$ cat config.mk
export PLATFORM = sky130hd
export DESIGN_NAME = smt_ctrl
export DESIGN_NICKNAME = d
export VERILOG_FILES = /design/src/smt_pkg.sv /design/src/smt_ctrl.sv
export SDC_FILE = /design/constraint.sdc
export NUM_CORES = 1
export LEC_CHECK = 0
export BUFFER_PORTS_ARGS = -buffer_cell sky130_fd_sc_hd__buf_2
export CAP_MARGIN = 20
export CELL_PAD_IN_SITES_DETAIL_PLACEMENT = 1
export CELL_PAD_IN_SITES_GLOBAL_PLACEMENT = 2
export CORE_ASPECT_RATIO = 0.9
export CORE_MARGIN = 3
export CORE_UTILIZATION = 36
export DETAILED_ROUTE_END_ITERATION = 6
export PLACE_DENSITY = 0.95
export SLEW_MARGIN = 20
export SYNTH_ARGS = -nofsm -noshare
export SYNTH_HDL_FRONTEND = slang
export SYNTH_SLANG_ARGS = --single-unit
$ cat constraint.sdc
create_clock -name clk -period 5.47 [get_ports clk]
set_input_delay 0.8205 -clock clk [delete_from_list [all_inputs] [get_ports clk]]
set_output_delay 0.8205 -clock clk [all_outputs]
set_load 0.02 [all_outputs]
$ cat src/smt_pkg.sv
// Shared types and constants for the sparse matrix transpose block
`timescale 1ns / 1ps

package smt_pkg;

    localparam int MAX_COLUMNS_DEF = 128;
    localparam int MAX_NONZERO_DEF = 64;

    localparam int ROW_W     = 7;
    localparam int COL_W     = 7;
    localparam int VAL_W     = 32;
    localparam int CFG_W     = 8;
    localparam int CFG_IDX_W = 1;

    // configuration register indexes
    localparam logic [CFG_IDX_W-1:0] REG_NUM_ROWS = 1'b0;
    localparam logic [CFG_IDX_W-1:0] REG_NUM_COLS = 1'b1;

    // input item kinds
    localparam logic KIND_TERM = 1'b0;
    localparam logic KIND_END  = 1'b1;

    typedef struct packed {
        logic                    kind;
        logic [ROW_W-1:0]        orig_row;
        logic [COL_W-1:0]        orig_col;
        logic signed [VAL_W-1:0] term_value;
    } in_item_t;

    typedef struct packed {
        logic [COL_W-1:0]        new_row;
        logic [ROW_W-1:0]        new_col;
        logic signed [VAL_W-1:0] out_value;
        logic                    last;
        logic                    dropped;
    } out_item_t;

    // one stored term; in the output store row/col are already swapped
    typedef struct packed {
        logic [6:0]              row;
        logic [6:0]              col;
        logic signed [VAL_W-1:0] value;
    } term_t;

    typedef struct packed {
        logic term_wr;       // write incoming term into the input store
        logic cnt_inc;       // finish column count increment
        logic cnt_clr;       // zero one count entry (reset sweep)
        logic pfx_init;      // clear running sum
        logic pfx_rd;        // prefix sum step for one column
        logic scat_wr;       // place one term into the output store
        logic emit_load;     // load output register
        logic emit_last;
        logic emit_dropped;
    } smt_cmd_t;

endpackage

$ cat src/smt_ctrl.sv
// Controller: load, prefix, scatter and emit sequencing, fill count and drop flag
`timescale 1ns / 1ps

module smt_ctrl #(
    parameter int  MAX_COLUMNS = smt_pkg::MAX_COLUMNS_DEF,
    parameter int  MAX_NONZERO = smt_pkg::MAX_NONZERO_DEF,
    localparam int CIW   = $clog2(MAX_COLUMNS),
    localparam int NZ_AW = (MAX_NONZERO > 1) ? $clog2(MAX_NONZERO) : 1
) (
    input  logic                          clk,
    input  logic                          rst_n,
    input  logic                          in_valid,
    output logic                          in_ready,
    input  logic                          in_kind,
    input  logic [smt_pkg::COL_W-1:0]     in_col,
    output logic                          out_valid,
    input  logic                          out_ready,
    input  logic                          cfg_we,
    input  logic [smt_pkg::CFG_IDX_W-1:0] cfg_idx,
    input  logic [smt_pkg::CFG_W-1:0]     cfg_data,
    output smt_pkg::smt_cmd_t             cmd,
    output logic [CIW-1:0]                cnt_addr,
    output logic [NZ_AW-1:0]              term_addr
);
    import smt_pkg::*;

    localparam int NZ_CW   = $clog2(MAX_NONZERO + 1);
    localparam int CIDX_W  = $clog2(MAX_COLUMNS + 1);

    localparam logic [3:0] ST_CLEAR     = 4'd0;
    localparam logic [3:0] ST_IDLE      = 4'd1;
    localparam logic [3:0] ST_LOAD      = 4'd2;
    localparam logic [3:0] ST_PFX       = 4'd3;
    localparam logic [3:0] ST_SCAT_PRE  = 4'd4;
    localparam logic [3:0] ST_SCAT_A    = 4'd5;
    localparam logic [3:0] ST_SCAT_B    = 4'd6;
    localparam logic [3:0] ST_EMIT_RD   = 4'd7;
    localparam logic [3:0] ST_EMIT_LD   = 4'd8;
    localparam logic [3:0] ST_EMIT_WAIT = 4'd9;

    logic [3:0]        state_reg, state_next;
    logic [CIDX_W-1:0] idx_reg, idx_next;
    logic [NZ_CW-1:0]  term_idx_reg, term_idx_next;
    logic [NZ_CW-1:0]  loaded_count_reg, loaded_count_next;
    logic              drop_reg, drop_next;
    logic              out_valid_reg, out_valid_next;
    logic [CFG_W-1:0]  num_cols_reg;

    logic              accept;
    logic              col_ok;
    logic              store_full;
    logic [NZ_CW-1:0]  term_idx_inc;
    logic              idx_done;

    assign accept       = in_valid && in_ready;
    assign col_ok       = ({1'b0, in_col} < num_cols_reg) &&
                          (32'(in_col) < 32'(MAX_COLUMNS));
    assign store_full   = (loaded_count_reg == NZ_CW'(MAX_NONZERO));
    assign term_idx_inc = term_idx_reg + NZ_CW'(1);
    assign idx_done     = (idx_reg == CIDX_W'(MAX_COLUMNS));

    always_comb
    begin
        state_next        = state_reg;
        idx_next          = idx_reg;
        term_idx_next     = term_idx_reg;
        loaded_count_next = loaded_count_reg;
        drop_next         = drop_reg;
        out_valid_next    = out_valid_reg;
        cmd               = '0;
        cmd.emit_last     = (term_idx_inc == loaded_count_reg);
        cmd.emit_dropped  = drop_reg;
        cnt_addr          = idx_reg[CIW-1:0];
        term_addr         = term_idx_reg[NZ_AW-1:0];

        unique case (state_reg)
            ST_CLEAR:
            begin
                // the final step issues no clear, so the last zero lands before loads
                if (idx_done)
                begin
                    state_next = ST_IDLE;
                end
                else
                begin
                    cmd.cnt_clr = 1'b1;
                    idx_next    = idx_reg + CIDX_W'(1);
                end
            end
            ST_IDLE:
            begin
                cnt_addr  = CIW'(in_col);
                term_addr = loaded_count_reg[NZ_AW-1:0];
                if (accept)
                begin
                    if (in_kind == KIND_TERM)
                    begin
                        if (!store_full && col_ok)
                        begin
                            cmd.term_wr       = 1'b1;
                            loaded_count_next = loaded_count_reg + NZ_CW'(1);
                            state_next        = ST_LOAD;
                        end
                        else
                        begin
                            drop_next = 1'b1;
                        end
                    end
                    else if (loaded_count_reg == '0)
                    begin
                        drop_next = 1'b0;
                    end
                    else
                    begin
                        cmd.pfx_init = 1'b1;
                        idx_next     = '0;
                        state_next   = ST_PFX;
                    end
                end
            end
            ST_LOAD:
            begin
                cmd.cnt_inc = 1'b1;
                state_next  = ST_IDLE;
            end
            ST_PFX:
            begin
                if (idx_done)
                begin
                    term_idx_next = '0;
                    state_next    = ST_SCAT_PRE;
                end
                else
                begin
                    cmd.pfx_rd = 1'b1;
                    idx_next   = idx_reg + CIDX_W'(1);
                end
            end
            ST_SCAT_PRE:
            begin
                state_next = ST_SCAT_A;
            end
            ST_SCAT_A:
            begin
                state_next = ST_SCAT_B;
            end
            ST_SCAT_B:
            begin
                cmd.scat_wr = 1'b1;
                term_addr   = term_idx_inc[NZ_AW-1:0];
                if (term_idx_inc == loaded_count_reg)
                begin
                    term_idx_next = '0;
                    state_next    = ST_EMIT_RD;
                end
                else
                begin
                    term_idx_next = term_idx_inc;
                    state_next    = ST_SCAT_A;
                end
            end
            ST_EMIT_RD:
            begin
                state_next = ST_EMIT_LD;
            end
            ST_EMIT_LD:
            begin
                cmd.emit_load  = 1'b1;
                out_valid_next = 1'b1;
                state_next     = ST_EMIT_WAIT;
            end
            ST_EMIT_WAIT:
            begin
                if (out_ready)
                begin
                    out_valid_next = 1'b0;
                    if (term_idx_inc == loaded_count_reg)
                    begin
                        loaded_count_next = '0;
                        drop_next         = 1'b0;
                        state_next        = ST_IDLE;
                    end
                    else
                    begin
                        term_idx_next = term_idx_inc;
                        state_next    = ST_EMIT_RD;
                    end
                end
            end
            default:
            begin
                state_next = ST_CLEAR;
            end
        endcase
    end

    always_ff @(posedge clk or negedge rst_n)
    begin
        if (!rst_n)
        begin
            state_reg        <= ST_CLEAR;
            idx_reg          <= '0;
            term_idx_reg     <= '0;
            loaded_count_reg <= '0;
            drop_reg         <= 1'b0;
            out_valid_reg    <= 1'b0;
        end
        else
        begin
            state_reg        <= state_next;
            idx_reg          <= idx_next;
            term_idx_reg     <= term_idx_next;
            loaded_count_reg <= loaded_count_next;
            drop_reg         <= drop_next;
            out_valid_reg    <= out_valid_next;
        end
    end

    always_ff @(posedge clk or negedge rst_n)
    begin
        if (!rst_n)
        begin
            num_cols_reg <= CFG_W'(128);
        end
        else if (cfg_we)
        begin
            unique case (cfg_idx)
                REG_NUM_COLS: num_cols_reg <= cfg_data;
                // row count only describes the result shape; nothing held
                REG_NUM_ROWS: ;
                default: ;
            endcase
        end
    end

    assign in_ready  = (state_reg == ST_IDLE);
    assign out_valid = out_valid_reg;

endmodule

---- After elaboration in Yosys (flattened, before gate mapping) ----
Index checks and enable logic that the tools add are counted.
storage, ports and cells
  register bits ........................... 36
  output and inout port bits .............. 24
cells by class
  reduce and logical (&&, ||, !) cells .... 17
  equality and inequality tests ........... 27
  multiplexer cells ....................... 51
  order comparisons ....................... 1
  add/sub/neg operators ................... 3
operators by type and width
  kind                                                    number
  two-way mux 7 bit                                       10
  one-hot mux 4 bit (10 select lines)                     1
  two-way mux 8 bit                                       4
  two-way mux 4 bit                                       7
  two-way mux 1 bit                                       21
  one-hot mux 7 bit (3 select lines)                      1
  AND reduction 6 bit                                     3
  == test 4 x 3 -> 1 bit (second input constant)          4
  inequality test 2 bit (second input constant)           8
  one-hot mux 8 bit (2 select lines)                      1
  adder 7 x 1 -> 7 bit (second input constant)            2
  one-hot mux 7 bit (2 select lines)                      1
  one-hot mux 6 bit (2 select lines)                      1
  adder 8 x 1 -> 8 bit (second input constant)            1
  == test 4 x 2 -> 1 bit (second input constant)          2
  == test 4 bit (second input constant)                   2
  == test 8 bit (second input constant)                   1
  < comparator 7 x 8 -> 1 bit                             1
  == test 7 bit                                           1
  == test 7 bit (second input constant)                   1
  logical NOT 7 bit                                       1
  inequality test 2 x 1 -> 1 bit (second input constant)  3
  inequality test 3 bit (second input constant)           2
  nonzero test 2 bit                                      3
  other kinds (14)                                        17

---- Depth between registers and ports, before layout ----
  depth after elaboration ................. 7
  mapped depth ............................ 10
  depth with buffers taken out ............ 9

---- Worst setup path after synthesis ----
OpenSTA, ideal clock, no wires.
  kind .................................... input -> output
  start point ............................. in in_col[2] (netlist name)
  end point ............................... out cmd[8] (netlist name)
  buffers on the path ..................... 0
  cell stages on the path ................. 7
  data required time ...................... 4649 ps
  arrival ................................. 2373 ps
  setup slack ............................. 2277 ps
  cell sequence ........................... ha_1 -> a211o_1 -> a31oi_1 -> o21ai_1 -> a311oi_2 -> nand3_1 -> inv_1
RTL lines
  element      RTL line        source
  from (decl)  smt_ctrl.sv:15  input logic [smt_pkg::COL_W-1:0] in_col,
  to (decl)    smt_ctrl.sv:21  output smt_pkg::smt_cmd_t cmd,

==> impl_metrics.py <==
metrics = {
    "clock_tree": {
        "cts_made_buffers": 5,
        "cts_root_buf": "clkbuf_8",
        "clock_sinks": 36,
        "cts_max_level": 2,
        "cts_setup_buffers": 0,
        "clkSlewWorstSetupHoldPaths_ns": 0.08,
        "cts_tree": "done",
        "cts-resized-gates": 0,
        "hold_buffers": 0,
        "ctsLongestPathBuffers": 2,
        "clkLatencyLatePin_ns": 0.29,
    },
    "timing": {
        "tightest_slew_ns": 0.849,
        "rsz0062_at_grt": "no",
        "slew_headroom_pct": 43.4,
        "fmax_mhz": 272,
        "setup_ws_ns": 1.79,
        "clock-skew-final_ns": 0.00609,
        "final_max_slew_viol_count": 0,
        "hold_viol": 0,
        "min_period_over_period_pct": 67.3,
        "setup_viol": 0,
        "min_period_ns": 3.68,
        "tns_ns": 0,
    },
    "synth": {
        "ys_ff_latch": 36,
        "synth_edf_count": 0,
        "synth_area_mm2": 0.00257,
        "ys_seq_area_share_pct": 35.1,
        "ys_types": 55,
        "synth-main-ff-cell": "dfrtp_1",
        "ys_warn_count": 0,
        "synth_top_area_share_pct": 34.0,
        "synth_nets": 332,
        "netlist_top_cells_area": "dfrtp_1 34%, ha_1 5.3%, nand2_1 5.0%",
        "synth_top_cell_by_area": "dfrtp_1",
        "syn_inst": 299,
        "synth-async-reset-ratio_pct": 100,
        "avgSynthCellArea_um2": 8.61,
    },
    "place": {
        "dpl.hpwl_um": 5510,
        "portBuffers": 45,
        "dp_slack_ns": 1.78,
        "gp_congestion": 0.773,
    },
    "cells_and_area": {
        "syn2layout_area_growth_pct": 13.0,
        "fin_nets": 366,
        "drive_above_1_share_pct": 22.5,
        "diodes": 0,
    },
    "route": {
        "vias": 2317,
        "drc_errors": 0,
        "wirelength_um": 7290,
        "post_drt_wl_per_cell_um": 17.2,
        "ant_nets": 0,
        "dr.pass1.iters": 4,
        "drt_iter0_markers": 135,
        "drt-vias-per-instance": 5.46,
    },
    "power_and_ir_drop": {
        "totalPowerFinal_w": 0.000573,
        "peakVddDrop_v": 0.0000771,
        "cellPowerDensity_mw_per_mm2": 197,
        "p_leak_nw": 1.46,
    },
    "setup_path": {
        "rr_worst_depth": 7,
        "timing.rr.end": "loaded_count_reg[5]$_DFFE_PN0P_",
        "cp.arrival_ns": 2.86,
        "crit_path_max_fanout": 6,
        "cp-start-kind": "input port",
        "rr_startpoint": "term_idx_reg[0]$_DFFE_PN0P_",
        "cp-end-kind": "output port",
        "crit_type": "input port to output port",
        "cp.required_ns": 4.65,
        "r2r_setup_slack_ns": 2.77,
    },
    "die": {
        "boundaryPins": 46,
        "start_util_pct": 38.1,
        "die_h_um": 86.2,
        "rows": 28,
        "core_mm2": 0.00676,
        "fp.dieArea_mm2": 0.00820,
        "die_w_um": 95.1,
    },
    "worst_hold_path": {
        "min-delay-start": "out_valid$_DFFE_PN0P_",
        "hold_class": "register to register",
        "min_path_cells": 1,
        "hold-path-endpoint": "out_valid$_DFFE_PN0P_",
    },
    "status": {
        "outcome": "completed",
    },
    "grt": {
        "grt_pass1_vias": 2466,
        "antenna_found_initial": 0,
        "gr-total-overflow": 0,
        "grt_pass1_wl_um": 12500,
        "grt_usage_pct": 19.1,
        "grt_max_degree": 37,
    },
    "job": {
        "drv_cap": 0,
    },
}
==> where the power goes <==
group | switching, W | internal [W]
Sequential | 0.00000521 | 0.000276
Clock | 0.000106 | 0.000135
Combinational | 0.0000271 | 0.0000237
Total | 0.000138 | 0.000435
==> placed cells by master, fill, tap and decap left out, drive strengths merged, types with 3 or more instances in the layout <==
master / count
a22o: 10
a21o: 4
a22oi: 3
and3: 11
nand2b: 5
clkbuf: 6
nor2: 23
inv: 19
nand4: 7
a31oi: 4
xnor2: 4
ha: 11
buf: 45
o21ai: 24
xor2: 12
dfrtp: 35
nand2: 34
clkinv: 3
nor2b: 3
nand3: 12
mux2: 10
nor3: 11
a21oi: 7
a211o: 3
==> metal layers <==
layer / vias to the layer above / GRT usage, % / wire length, um
li1: 1126 / - / -
met1: 1150 / 26.4 / 3440
met2: 31 / 31.8 / 3560
met3: 10 / 2.86 / 194
met4: 0 / 4.06 / 99
met5: - / 0 / 0
==> layout make-up <==
class | count | area, um2
multi-input combinational | 224 | 1480
clock inverter | 2 | 35.0
inverter | 21 | 78.8
timing repair buffer | 45 | 225
sequential | 36 | 902
fill | 832 | 3850
tap | 90 | 113
clock buffer | 6 | 72.6
==> worst max-delay path by stage <==
stage | depth (start not counted) | to | slack [ns] | startpoint
after floorplan | 7 | cmd[8] | 2.28 | in_col[2]
after global placement | 9 | cmd[8] | 1.92 | in_col[2]
after detailed placement | 9 | cmd[8] | 1.78 | in_col[2]
after CTS | 9 | cmd[8] | 1.77 | in_col[2]
after global routing | 9 | cmd[8] | 1.60 | in_col[2]
final | 9 | cmd[8] | 1.79 | in_col[2]
==> synthesized netlist by cell type, drive strengths merged (2+ instances only) <==
master / n
mux2: 10
a211o: 3
o31ai: 2
a22oi: 3
nor2b: 3
a21oi: 7
clkbuf: 8
a21boi: 2
inv: 19
a22o: 10
clkinv: 2
nand4: 7
dfrtp: 35
nand2: 34
xor2: 12
a221o: 2
nand2b: 5
a31oi: 4
buf: 10
nor3: 11
and3: 11
ha: 11
o21bai: 2
a21o: 4
nand3: 12
xnor2: 4
nor2: 23
o2111ai: 2
o21ai: 24
==> stage by stage <==
step | utilization, % | area, um2 | hold slack [ns] | instances
global route | 43.0 | 2910 | 0.535 | 424
detailed placement | 41.4 | 2800 | 0.468 | 416
CTS | 43.0 | 2910 | 0.487 | 424
floorplan | - | 2570 | 0.479 | 299
finish | 43.0 | 2910 | 0.481 | 424
global placement | 41.4 | 2800 | 0.462 | 416
==> cell families (layout without fill, tap and decap cells) <==
| logic type | after synthesis | count (layout) | synth area share [%] |
|---|---|---|---|
| AO/OA/AOI/OAI | 73 | 73 | 19.9 |
| XOR/XNOR | 16 | 16 | 5.44 |
| adder cells (fa/ha/maj) | 11 | 11 | 5.35 |
| buffers and inverters | 39 | 74 | 7.34 |
| flip-flops | 36 | 36 | 35.1 |
| multiplexers | 11 | 11 | 4.76 |
| AND/OR/NAND/NOR | 113 | 113 | 22.1 |
==> worst max-delay path, cell delays in order <==
cell and delay (ns):
buf_2 0.11, ha_1 0.31, a211o_1 0.30, a31oi_1 0.15, o21ai_1 0.09, a311oi_2 0.47
nand3_1 0.26, inv_1 0.17, buf_2 0.18
Note: power is estimated with default switching activity, not from simulation.
